**config.mk**
```make
export PLATFORM = sky130hd
export DESIGN_NAME = eif_front
export DESIGN_NICKNAME = d
export VERILOG_FILES = /design/src/rtl/eif_pkg.sv /design/src/rtl/eif_queue.sv /design/src/rtl/eif_front.sv
export SDC_FILE = /design/constraint.sdc
export NUM_CORES = 1
export LEC_CHECK = 0
export BUFFER_PORTS_ARGS = -buffer_cell sky130_fd_sc_hd__buf_2
export CAP_MARGIN = 25
export CORE_ASPECT_RATIO = 0.75
export CORE_MARGIN = 4
export CORE_UTILIZATION = 50
export DETAILED_ROUTE_END_ITERATION = 10
export HOLD_SLACK_MARGIN = 0.15
export PLACE_DENSITY_LB_ADDON = 0.15
export RECOVER_POWER = 100
export REMOVE_ABC_BUFFERS = 1
export SETUP_SLACK_MARGIN = 0.02
export SYNTH_ARGS = -nofsm -noshare
export SYNTH_HDL_FRONTEND = slang
export SYNTH_SLANG_ARGS = --single-unit
```
**constraint.sdc**
```tcl
create_clock -name clk -period 34.5 [get_ports clk]
set_input_delay 0 -clock clk [delete_from_list [all_inputs] [get_ports clk]]
set_output_delay 0 -clock clk [all_outputs]
set_load 0.01 [all_outputs]
```
**src/rtl/eif_pkg.sv**
```systemverilog
`timescale 1ns / 1ps
package eif_pkg;
	localparam int MaxNodes = 32;
	localparam int IdxW     = 5;
	localparam int CntW     = 6;

	typedef enum logic [2:0] {
		REG_D_XX = 3'd0, REG_D_XY = 3'd1, REG_D_XS = 3'd2, REG_D_YY = 3'd3,
		REG_D_YS = 3'd4, REG_D_SS = 3'd5, REG_DENSITY = 3'd6
	} reg_idx_t;

	// node item as queued from front to back
	typedef struct packed {
		logic signed [31:0] gx;
		logic signed [31:0] gy;
		logic signed [31:0] nv;
		logic signed [31:0] ux;
		logic signed [31:0] uy;
		logic signed [31:0] ax;
		logic signed [31:0] ay;
		logic signed [31:0] w;
		logic               last;
	} node_t;

	function automatic logic signed [31:0] sat32(input logic signed [65:0] x);
		if (x > 66'sd2147483647) return 32'sh7fffffff;
		if (x < -66'sd2147483648) return 32'sh80000000;
		return x[31:0];
	endfunction

	// floor(a*b/2^16); arithmetic shift is floor
	function automatic logic signed [47:0] mulq(input logic signed [31:0] a,
		input logic signed [31:0] b);
		logic signed [63:0] p;
		p = a * b;
		return p[63:16];
	endfunction
endpackage

```
**src/rtl/eif_queue.sv**
```systemverilog
`timescale 1ns / 1ps
// two-entry queue between front and back
module eif_queue (
	input  logic           clk,
	input  logic           arst_n,
	input  logic           in_valid,
	output logic           in_ready,
	input  eif_pkg::node_t in_data,
	output logic           out_valid,
	input  logic           out_ready,
	output eif_pkg::node_t out_data
);
	eif_pkg::node_t mem_q [2];
	logic           wp_q, rp_q;
	logic [1:0]     cnt_q;
	logic           push, pop;

	assign in_ready  = cnt_q != 2'd2;
	assign out_valid = cnt_q != 2'd0;
	assign out_data  = mem_q[rp_q];
	assign push = in_valid && in_ready;
	assign pop  = out_valid && out_ready;

	always_ff @(posedge clk) begin
		if (push) mem_q[wp_q] <= in_data;
	end
	always_ff @(posedge clk or negedge arst_n) begin
		if (!arst_n) begin
			wp_q <= 1'b0; rp_q <= 1'b0; cnt_q <= 2'd0;
		end else begin
			if (push) wp_q <= ~wp_q;
			if (pop) rp_q <= ~rp_q;
			cnt_q <= cnt_q + {1'b0, push} - {1'b0, pop};
		end
	end
endmodule

```
**src/rtl/eif_front.sv**
```systemverilog
`timescale 1ns / 1ps
// unpacks input transfers into node items
module eif_front (
	input  logic           clk,
	input  logic           arst_n,
	input  logic           s_tvalid,
	output logic           s_tready,
	input  logic [255:0]   s_tdata,
	input  logic           s_tlast,
	output logic           q_valid,
	input  logic           q_ready,
	output eif_pkg::node_t q_data
);
	eif_pkg::node_t node;
	always_comb begin
		node.gx = s_tdata[31:0];
		node.gy = s_tdata[63:32];
		node.nv = s_tdata[95:64];
		node.ux = s_tdata[127:96];
		node.uy = s_tdata[159:128];
		node.ax = s_tdata[191:160];
		node.ay = s_tdata[223:192];
		node.w  = s_tdata[255:224];
		node.last = s_tlast;
	end
	eif_queue u_queue (
		.clk(clk), .arst_n(arst_n),
		.in_valid(s_tvalid), .in_ready(s_tready), .in_data(node),
		.out_valid(q_valid), .out_ready(q_ready), .out_data(q_data)
	);
endmodule

```
==> results of run 1 <==
routing by layer:
metal | vias to the layer above | track usage (%) | wire, µm
li1 | 4975 | - | -
met1 | 5400 | 24.6 | 17700
met2 | 351 | 37.1 | 23900
met3 | 92 | 6.27 | 3250
met4 | 4 | 6.58 | 1430
met5 | - | 0 | 21
sequential cells by signal (all words and copies together), names as in the netlist:
signal / count
u_queue.wp_q: 1
u_queue.cnt_q: 2
u_queue.rp_q: 1
u_queue.mem_q: 514
cell type report:
cell class	instances	area, µm²	area share [%]
Timing Repair Buffer	829	5370	20.7
Clock buffer	70	1310	5.03
Sequential cell	518	15500	59.8
Inverter	3	11.3	0.0434
Antenna cell	3	7.51	0.0289
Clock inverter	12	104	0.400
Multi-Input combinational cell	269	3000	11.5
Tap cell	512	641	2.47
worst max-delay path by stage:
| stage | start | to | slack (ns) |
|---|---|---|---|
| 2_1_floorplan | u_queue.cnt_q[1]$_DFF_PN0_ | u_queue.mem_q[0][0]$_DFFE_PP_ | 22.32 |
| 3_3_place_gp | u_queue.cnt_q[1]$_DFF_PN0_ | u_queue.mem_q[0][113]$_DFFE_PP_ | 31.34 |
| 3_5_place_dp | u_queue.cnt_q[1]$_DFF_PN0_ | u_queue.mem_q[0][113]$_DFFE_PP_ | 31.27 |
| 4_1_cts | u_queue.cnt_q[1]$_DFF_PN0_ | u_queue.mem_q[0][198]$_DFFE_PP_ | 31.25 |
| 6_report | u_queue.rp_q$_DFFE_PN0P_ | q_data[19] | 25.55 |
| 5_1_grt | u_queue.cnt_q[1]$_DFF_PN0_ | u_queue.mem_q[1][201]$_DFFE_PP_ | 24.71 |
power breakdown:
group	switching (mW)	total (mW)	internal (mW)
Combinational	0.355	0.608	0.253
Clock	0.211	0.487	0.276
Sequential	0.0358	0.919	0.883
cells by family after synthesis:
logic type / share of synthesized area [%]
muxes: 18.6
and+or+nand+nor: 0.166
xor gates and xnor gates: 0.179
adders and majority gates: 0.128
buffers and inverters: 1.67
DFF: 79.2
worst max-delay path, cell delays in order (launching register included):
cell and delay (ns):
dfrtp_1 1.45, clkbuf_1 5.66, mux2_2 0.96, clkbuf_1 0.21
cell usage in the layout (no fill, tap or decap):
| master | instances |
|---|---|
| mux2_2 | 53 |
| dlygate4sd3_1 | 300 |
| dfrtp_1 | 4 |
| xnor2_1 | 3 |
| clkbuf_2 | 8 |
| clkinv_1 | 5 |
| diode_2 | 3 |
| nand2b_1 | 1 |
| and2_0 | 1 |
| buf_2 | 296 |
| clkinv_2 | 5 |
| and3_1 | 1 |
| inv_1 | 3 |
| mux2_4 | 3 |
| mux2_1 | 201 |
| edfxtp_1 | 514 |
| nor2_1 | 1 |
| clkbuf_16 | 49 |
| xor2_1 | 1 |
| or2_2 | 1 |
| ha_1 | 2 |
| buf_1 | 2 |
| clkbuf_1 | 244 |
| bufinv_16 | 2 |
| nand2_1 | 1 |
==> flow_metrics.py, run 1 <==
metrics = {
    "outcome": {
        "status": "finished, violations left",
        "violations": "capacitance limit, slew limit",
    },
    "sta": {
        "final-setup-viol-count": 0,
        "holdWs_ns": 0.172,
        "layout_setup_ws_ns": 25.55,
        "fin_crit_sh_pct": 25.9,
        "rsz0062_at_grt": "false",
        "relSlewSlack_pct": -434,
        "worstMarginPinSlew_ns": 8.01,
        "finalHoldViolCount": 0,
        "slew_violations": 757,
        "period_needed_ns": 8.95,
        "skew_ns": 0.00902,
        "tns_ns": 0,
        "timing.fmax_ghz": 0.112,
    },
    "min_path": {
        "hp-start": "s_tdata[89]",
        "min_path_cells": 2,
        "hold-path-endpoint": "u_queue.mem_q[1][186]$_DFFE_PP_",
        "hold_path.class": "in2reg",
    },
    "finish": {
        "final_cells": 2216,
        "final_net_count": 1933,
        "area.growth.synth_to_final_pct": 32.5,
        "stdcell_area_um2": 26000,
        "fillerInstances": 2785,
        "drive_gt1_share_pct": 24.5,
        "utilization_pct": 67.5,
    },
    "detailed_routing": {
        "drt-initial-drc-count": 515,
        "vias": 10800,
        "drt-vias-per-instance": 4.88,
        "final_antenna_net_count": 0,
        "wire_per_inst_um": 20.9,
        "wl_um": 46300,
        "firstDrtPassIters": 6,
        "drc_errors": 0,
    },
    "yosys": {
        "async_reset_ff_share_pct": 0.772,
        "yosys-top-cells-count": "edfxtp_1 (514), mux2_4 (201), mux2_2 (56)",
        "synth.distinct_cells": 17,
        "synth_area_um2": 19600,
        "yosysSeqAreaShare_pct": 79.2,
        "syn_area_per_cell_um2": 23.9,
        "ys_ff_latch": 518,
        "yosysTopAreaCellShare_pct": 78.7,
        "yosys.area.top_type": "edfxtp_1",
        "synth-main-ff-cell": "edfxtp_1",
        "yosys-top-cells-area": "edfxtp_1 (79%), mux2_4 (15%), mux2_2 (3.2%)",
        "yosysMostFrequentCell": "edfxtp_1",
        "ys_warn_count": 0,
        "synth_enable_flop_cells": 514,
        "synthCells": 819,
    },
    "clock_network": {
        "clk_pin_slew_ns": 0.06,
        "cts_setup_buffers": 0,
        "cts_root_buffer": "clkbuf_16",
        "insertion_delay_ns": 0.55,
        "cts_tree": "yes",
        "cts_max_level": 2,
        "clkSinkCount": 518,
        "clockBufferDepth": 3,
        "cts.repair.resized": 0,
        "numCtsBuffers": 49,
        "ctsHoldBuffers": 299,
    },
    "global_routing": {
        "grt_pass1_vias": 11600,
        "antenna_found_initial": 5,
        "grt_usage_pct": 20.9,
        "globalRouteOverflowTotal": 0,
        "grt_pass1_wl_um": 68600,
        "grt_max_degree": 138,
    },
    "setup_path": {
        "reg2regPathDepth": 3,
        "worstPathRequired_ns": 34.50,
        "critical_path_class": "reg2out",
        "r2r_setup_slack_ns": 25.62,
        "worstReg2RegStart": "u_queue.cnt_q[1]$_DFF_PN0_",
        "cp_max_fo": 137,
        "endpoint_kind": "output port",
        "crit_path_start_kind": "flip-flop",
        "crit_arrival_ns": 8.95,
        "r2r_end": "u_queue.mem_q[1][62]$_DFFE_PP_",
    },
    "placement": {
        "dp.cells": 1831,
        "port-buffer-count": 519,
        "dpl.hpwl_um": 29200,
        "preCtsSetupSlack_ns": 31.27,
        "postPlaceCellArea_um2": 22700,
        "place_congestion": 0.798,
    },
    "floorplan": {
        "start_util_pct": 50.9,
        "ioPinCount": 520,
        "die_area_um2": 42500,
        "die-width_um": 237,
        "die_y_um": 179,
        "fp-row-count": 62,
        "core_area_um2": 38500,
    },
    "power_and_ir_drop": {
        "power_density_nw_per_um2": 77.5,
        "vdd_drop_max_uv": 53.6,
        "power_mw": 2.01,
        "p_leak_nw": 9.32,
    },
    "run": {
        "drv_cap": 11,
    },
}
Power figures use the tool's default switching activity.
==> run 2: changes to the inputs <==
Clock period 34.5 ns to 8.88 ns, I/O delays scaled along.
==> run 2 against run 1 <==
Effect of this change: the run still ends with capacitance limit, slew limit left; wire length is 2.2% higher; global-route usage is 0.40 points higher; via count is 1.1% higher; clock power grew to 4.1 times the previous value; sequential share of layout area is 0.14 points lower; first-iteration DRC count is 19% higher; hold slack better by 0.0039 ns; largest cell class unchanged; highest routed layer unchanged.
==> flow_metrics.py, run 2 (synthesized netlist as in run 1, its figures left out) <==
metrics = {
    "global_routing": {
        "globalRouteOverflowTotal": 0,
        "grt_max_degree": 136,
        "antenna_found_initial": 8,
        "grt_usage_pct": 21.3,
        "grt_pass1_vias": 11800,
        "grt_pass1_wl_um": 70400,
    },
    "placement": {
        "place_congestion": 0.787,
        "port-buffer-count": 519,
        "dp.cells": 1830,
        "dpl.hpwl_um": 30300,
    },
    "finish": {
        "final_cells": 2213,
        "final_net_count": 1922,
        "reg_top3": "u_queue.mem_q (514), u_queue.cnt_q (2)",
        "layout_commonest_cell": "edfxtp_1",
        "fillerInstances": 2783,
        "utilization_pct": 67.7,
        "mostFrequentLayoutCells": "edfxtp_1 (514), buf_2 (294), dlygate4sd3_1 (289)",
        "largest-register": "u_queue.mem_q",
        "drive_gt1_share_pct": 25.4,
        "area.growth.synth_to_final_pct": 32.8,
        "largest_reg_flops": 514,
    },
    "setup_path": {
        "cp_max_fo": 63,
        "r2r_setup_slack_ns": 2.91,
        "crit_arrival_ns": 6.04,
        "worstReg2RegStart": "u_queue.cnt_q[1]$_DFF_PN0_",
        "crit_path_cell_trace": "nand2b_1 > and3_1 > clkbuf_1",
        "critPathMaxStageDelay_ns": 2.62,
        "critical_path_class": "reg2reg",
        "endpoint_kind": "flip-flop",
        "crit_path_start_kind": "flip-flop",
        "crit_path_top_delay_cell": "clkbuf_1",
        "reg2regPathDepth": 3,
        "r2r_end": "u_queue.mem_q[1][61]$_DFFE_PP_",
        "worstPathRequired_ns": 8.95,
    },
    "min_path": {
        "hold-path-endpoint": "u_queue.mem_q[1][163]$_DFFE_PP_",
        "hold_path.class": "in2reg",
        "hp-start": "s_tdata[66]",
        "min_path_cells": 2,
    },
    "detailed_routing": {
        "firstDrtPassIters": 4,
        "drc_errors": 0,
        "wl_um": 47300,
        "final_antenna_net_count": 0,
        "drt-initial-drc-count": 613,
        "drt-vias-per-instance": 4.95,
        "vias": 10900,
        "wire_per_inst_um": 21.4,
    },
    "sta": {
        "fin_crit_sh_pct": 67.2,
        "relSlewSlack_pct": -137,
        "skew_ns": 0.00853,
        "tns_ns": 0,
        "rsz0062_at_grt": "false",
        "timing.fmax_ghz": 0.168,
        "worstMarginPinSlew_ns": 3.56,
        "period_needed_ns": 5.97,
        "finalHoldViolCount": 0,
        "slew_violations": 208,
        "final-setup-viol-count": 0,
    },
    "power_and_ir_drop": {
        "switchingPower_mw": 2.37,
        "power_mw": 7.77,
        "p_leak_nw": 9.37,
        "vdd_drop_max_uv": 196,
        "power_frac_seq_pct": 45.4,
        "p_int_mw": 5.41,
        "clkPwrFrac_pct": 25.4,
        "power_density_nw_per_um2": 299,
        "pwr-share-comb_pct": 29.1,
        "p_sw_share_pct": 30.4,
    },
    "clock_network": {
        "clockBufferDepth": 3,
        "cts_max_level": 2,
        "cts_root_buffer": "clkbuf_16",
        "cts_tree": "yes",
        "clkSinkCount": 518,
        "ctsHoldBuffers": 289,
        "cts_setup_buffers": 0,
        "insertion_delay_ns": 0.55,
        "clk_pin_slew_ns": 0.06,
        "numCtsBuffers": 50,
        "cts.repair.resized": 0,
    },
    "floorplan": {
        "fp-row-count": 62,
        "die_y_um": 179,
        "core_area_um2": 38500,
        "die-width_um": 237,
        "die_area_um2": 42500,
        "ioPinCount": 520,
        "start_util_pct": 50.9,
    },
    "outcome": {
        "violations": "capacitance limit, slew limit",
        "status": "finished, violations left",
    },
    "run": {
        "drv_cap": 4,
    },
}
==> run 2: changes by cell type in the layout (fill, tap and decap cells not counted), moves of 2 or more <==
| cell | before | now |
|---|---|---|
| clkbuf_16 | 49 | 53 |
| dlygate4sd3_1 | 300 | 289 |
| clkinv_1 | 5 | 15 |
| clkbuf_1 | 244 | 226 |
| buf_4 | 0 | 6 |
| buf_2 | 296 | 294 |
| diode_2 | 3 | 7 |
| clkinv_2 | 5 | 7 |
| buf_12 | 0 | 2 |
==> run 2: metrics by stage <==
stage               instance area, µm²  hold slack [ns]  worst slack [ns]
finish                           26000            0.176              2.91
global route                     26000            0.160              2.46
CTS                              27100            0.150              4.95
detailed placement               22600           -0.170              5.45
global placement                 22600           -0.172              5.50
floorplan                        19300           -0.296             -3.30
==> run 2: worst max-delay path, delay by kind of cell (launching register included) <==
kind,cells,cell delay (ns)
buffers and inverters,1,2.62
and+or+nand+nor,2,2.35
DFF,1,0.41
==> run 2: worst max-delay path by stage <==
stage                                from                              end  slack, ns  depth (start not counted)
4_1_cts          u_queue.rp_q$_DFFE_PN0P_                      q_data[231]       4.95                          4
5_1_grt        u_queue.cnt_q[1]$_DFF_PN0_   u_queue.mem_q[1][61]$_DFFE_PP_       2.46                          3
2_1_floorplan  u_queue.cnt_q[1]$_DFF_PN0_    u_queue.mem_q[0][0]$_DFFE_PP_      -3.30                          3
3_3_place_gp   u_queue.cnt_q[1]$_DFF_PN0_  u_queue.mem_q[0][107]$_DFFE_PP_       5.50                          5
6_report       u_queue.cnt_q[1]$_DFF_PN0_   u_queue.mem_q[1][61]$_DFFE_PP_       2.91                          3
3_5_place_dp   u_queue.cnt_q[1]$_DFF_PN0_  u_queue.mem_q[0][217]$_DFFE_PP_       5.45                          5
==> run 2: per-layer routing <==
| metal | GRT usage [%] | share of wire (%) | vias to the layer above |
|---|---|---|---|
| met5 | 0 | 0.040 | - |
| met1 | 26.2 | 39 | 5505 |
| met3 | 5.93 | 7.3 | 84 |
| met4 | 6.86 | 3.0 | 2 |
| met2 | 36.9 | 51 | 400 |
| li1 | - | - | 4955 |
==> run 2: power by group through the flow <==
stage / registers (mW) / clock network, mW / logic, mW
CTS: 3.54 / 2.03 / 2.76
finish: 3.53 / 1.98 / 2.26
floorplan: 3.92 / 0 / 2.09
global route: 3.58 / 2.13 / 2.43
global placement: 3.57 / 0 / 2.64
detailed placement: 3.59 / 0 / 2.64
==> run 2: layout make-up <==
type / instances / area [µm²] / share of cell area [%]
sequential: 518 / 15500 / 59.7
timing repair buffer: 817 / 5310 / 20.4
multi-input combinational: 269 / 3000 / 11.5
clock buffer: 61 / 1360 / 5.21
tap: 512 / 641 / 2.46
clock inverter: 26 / 168 / 0.644
antenna: 7 / 17.5 / 0.0673
inverter: 3 / 11.3 / 0.0433
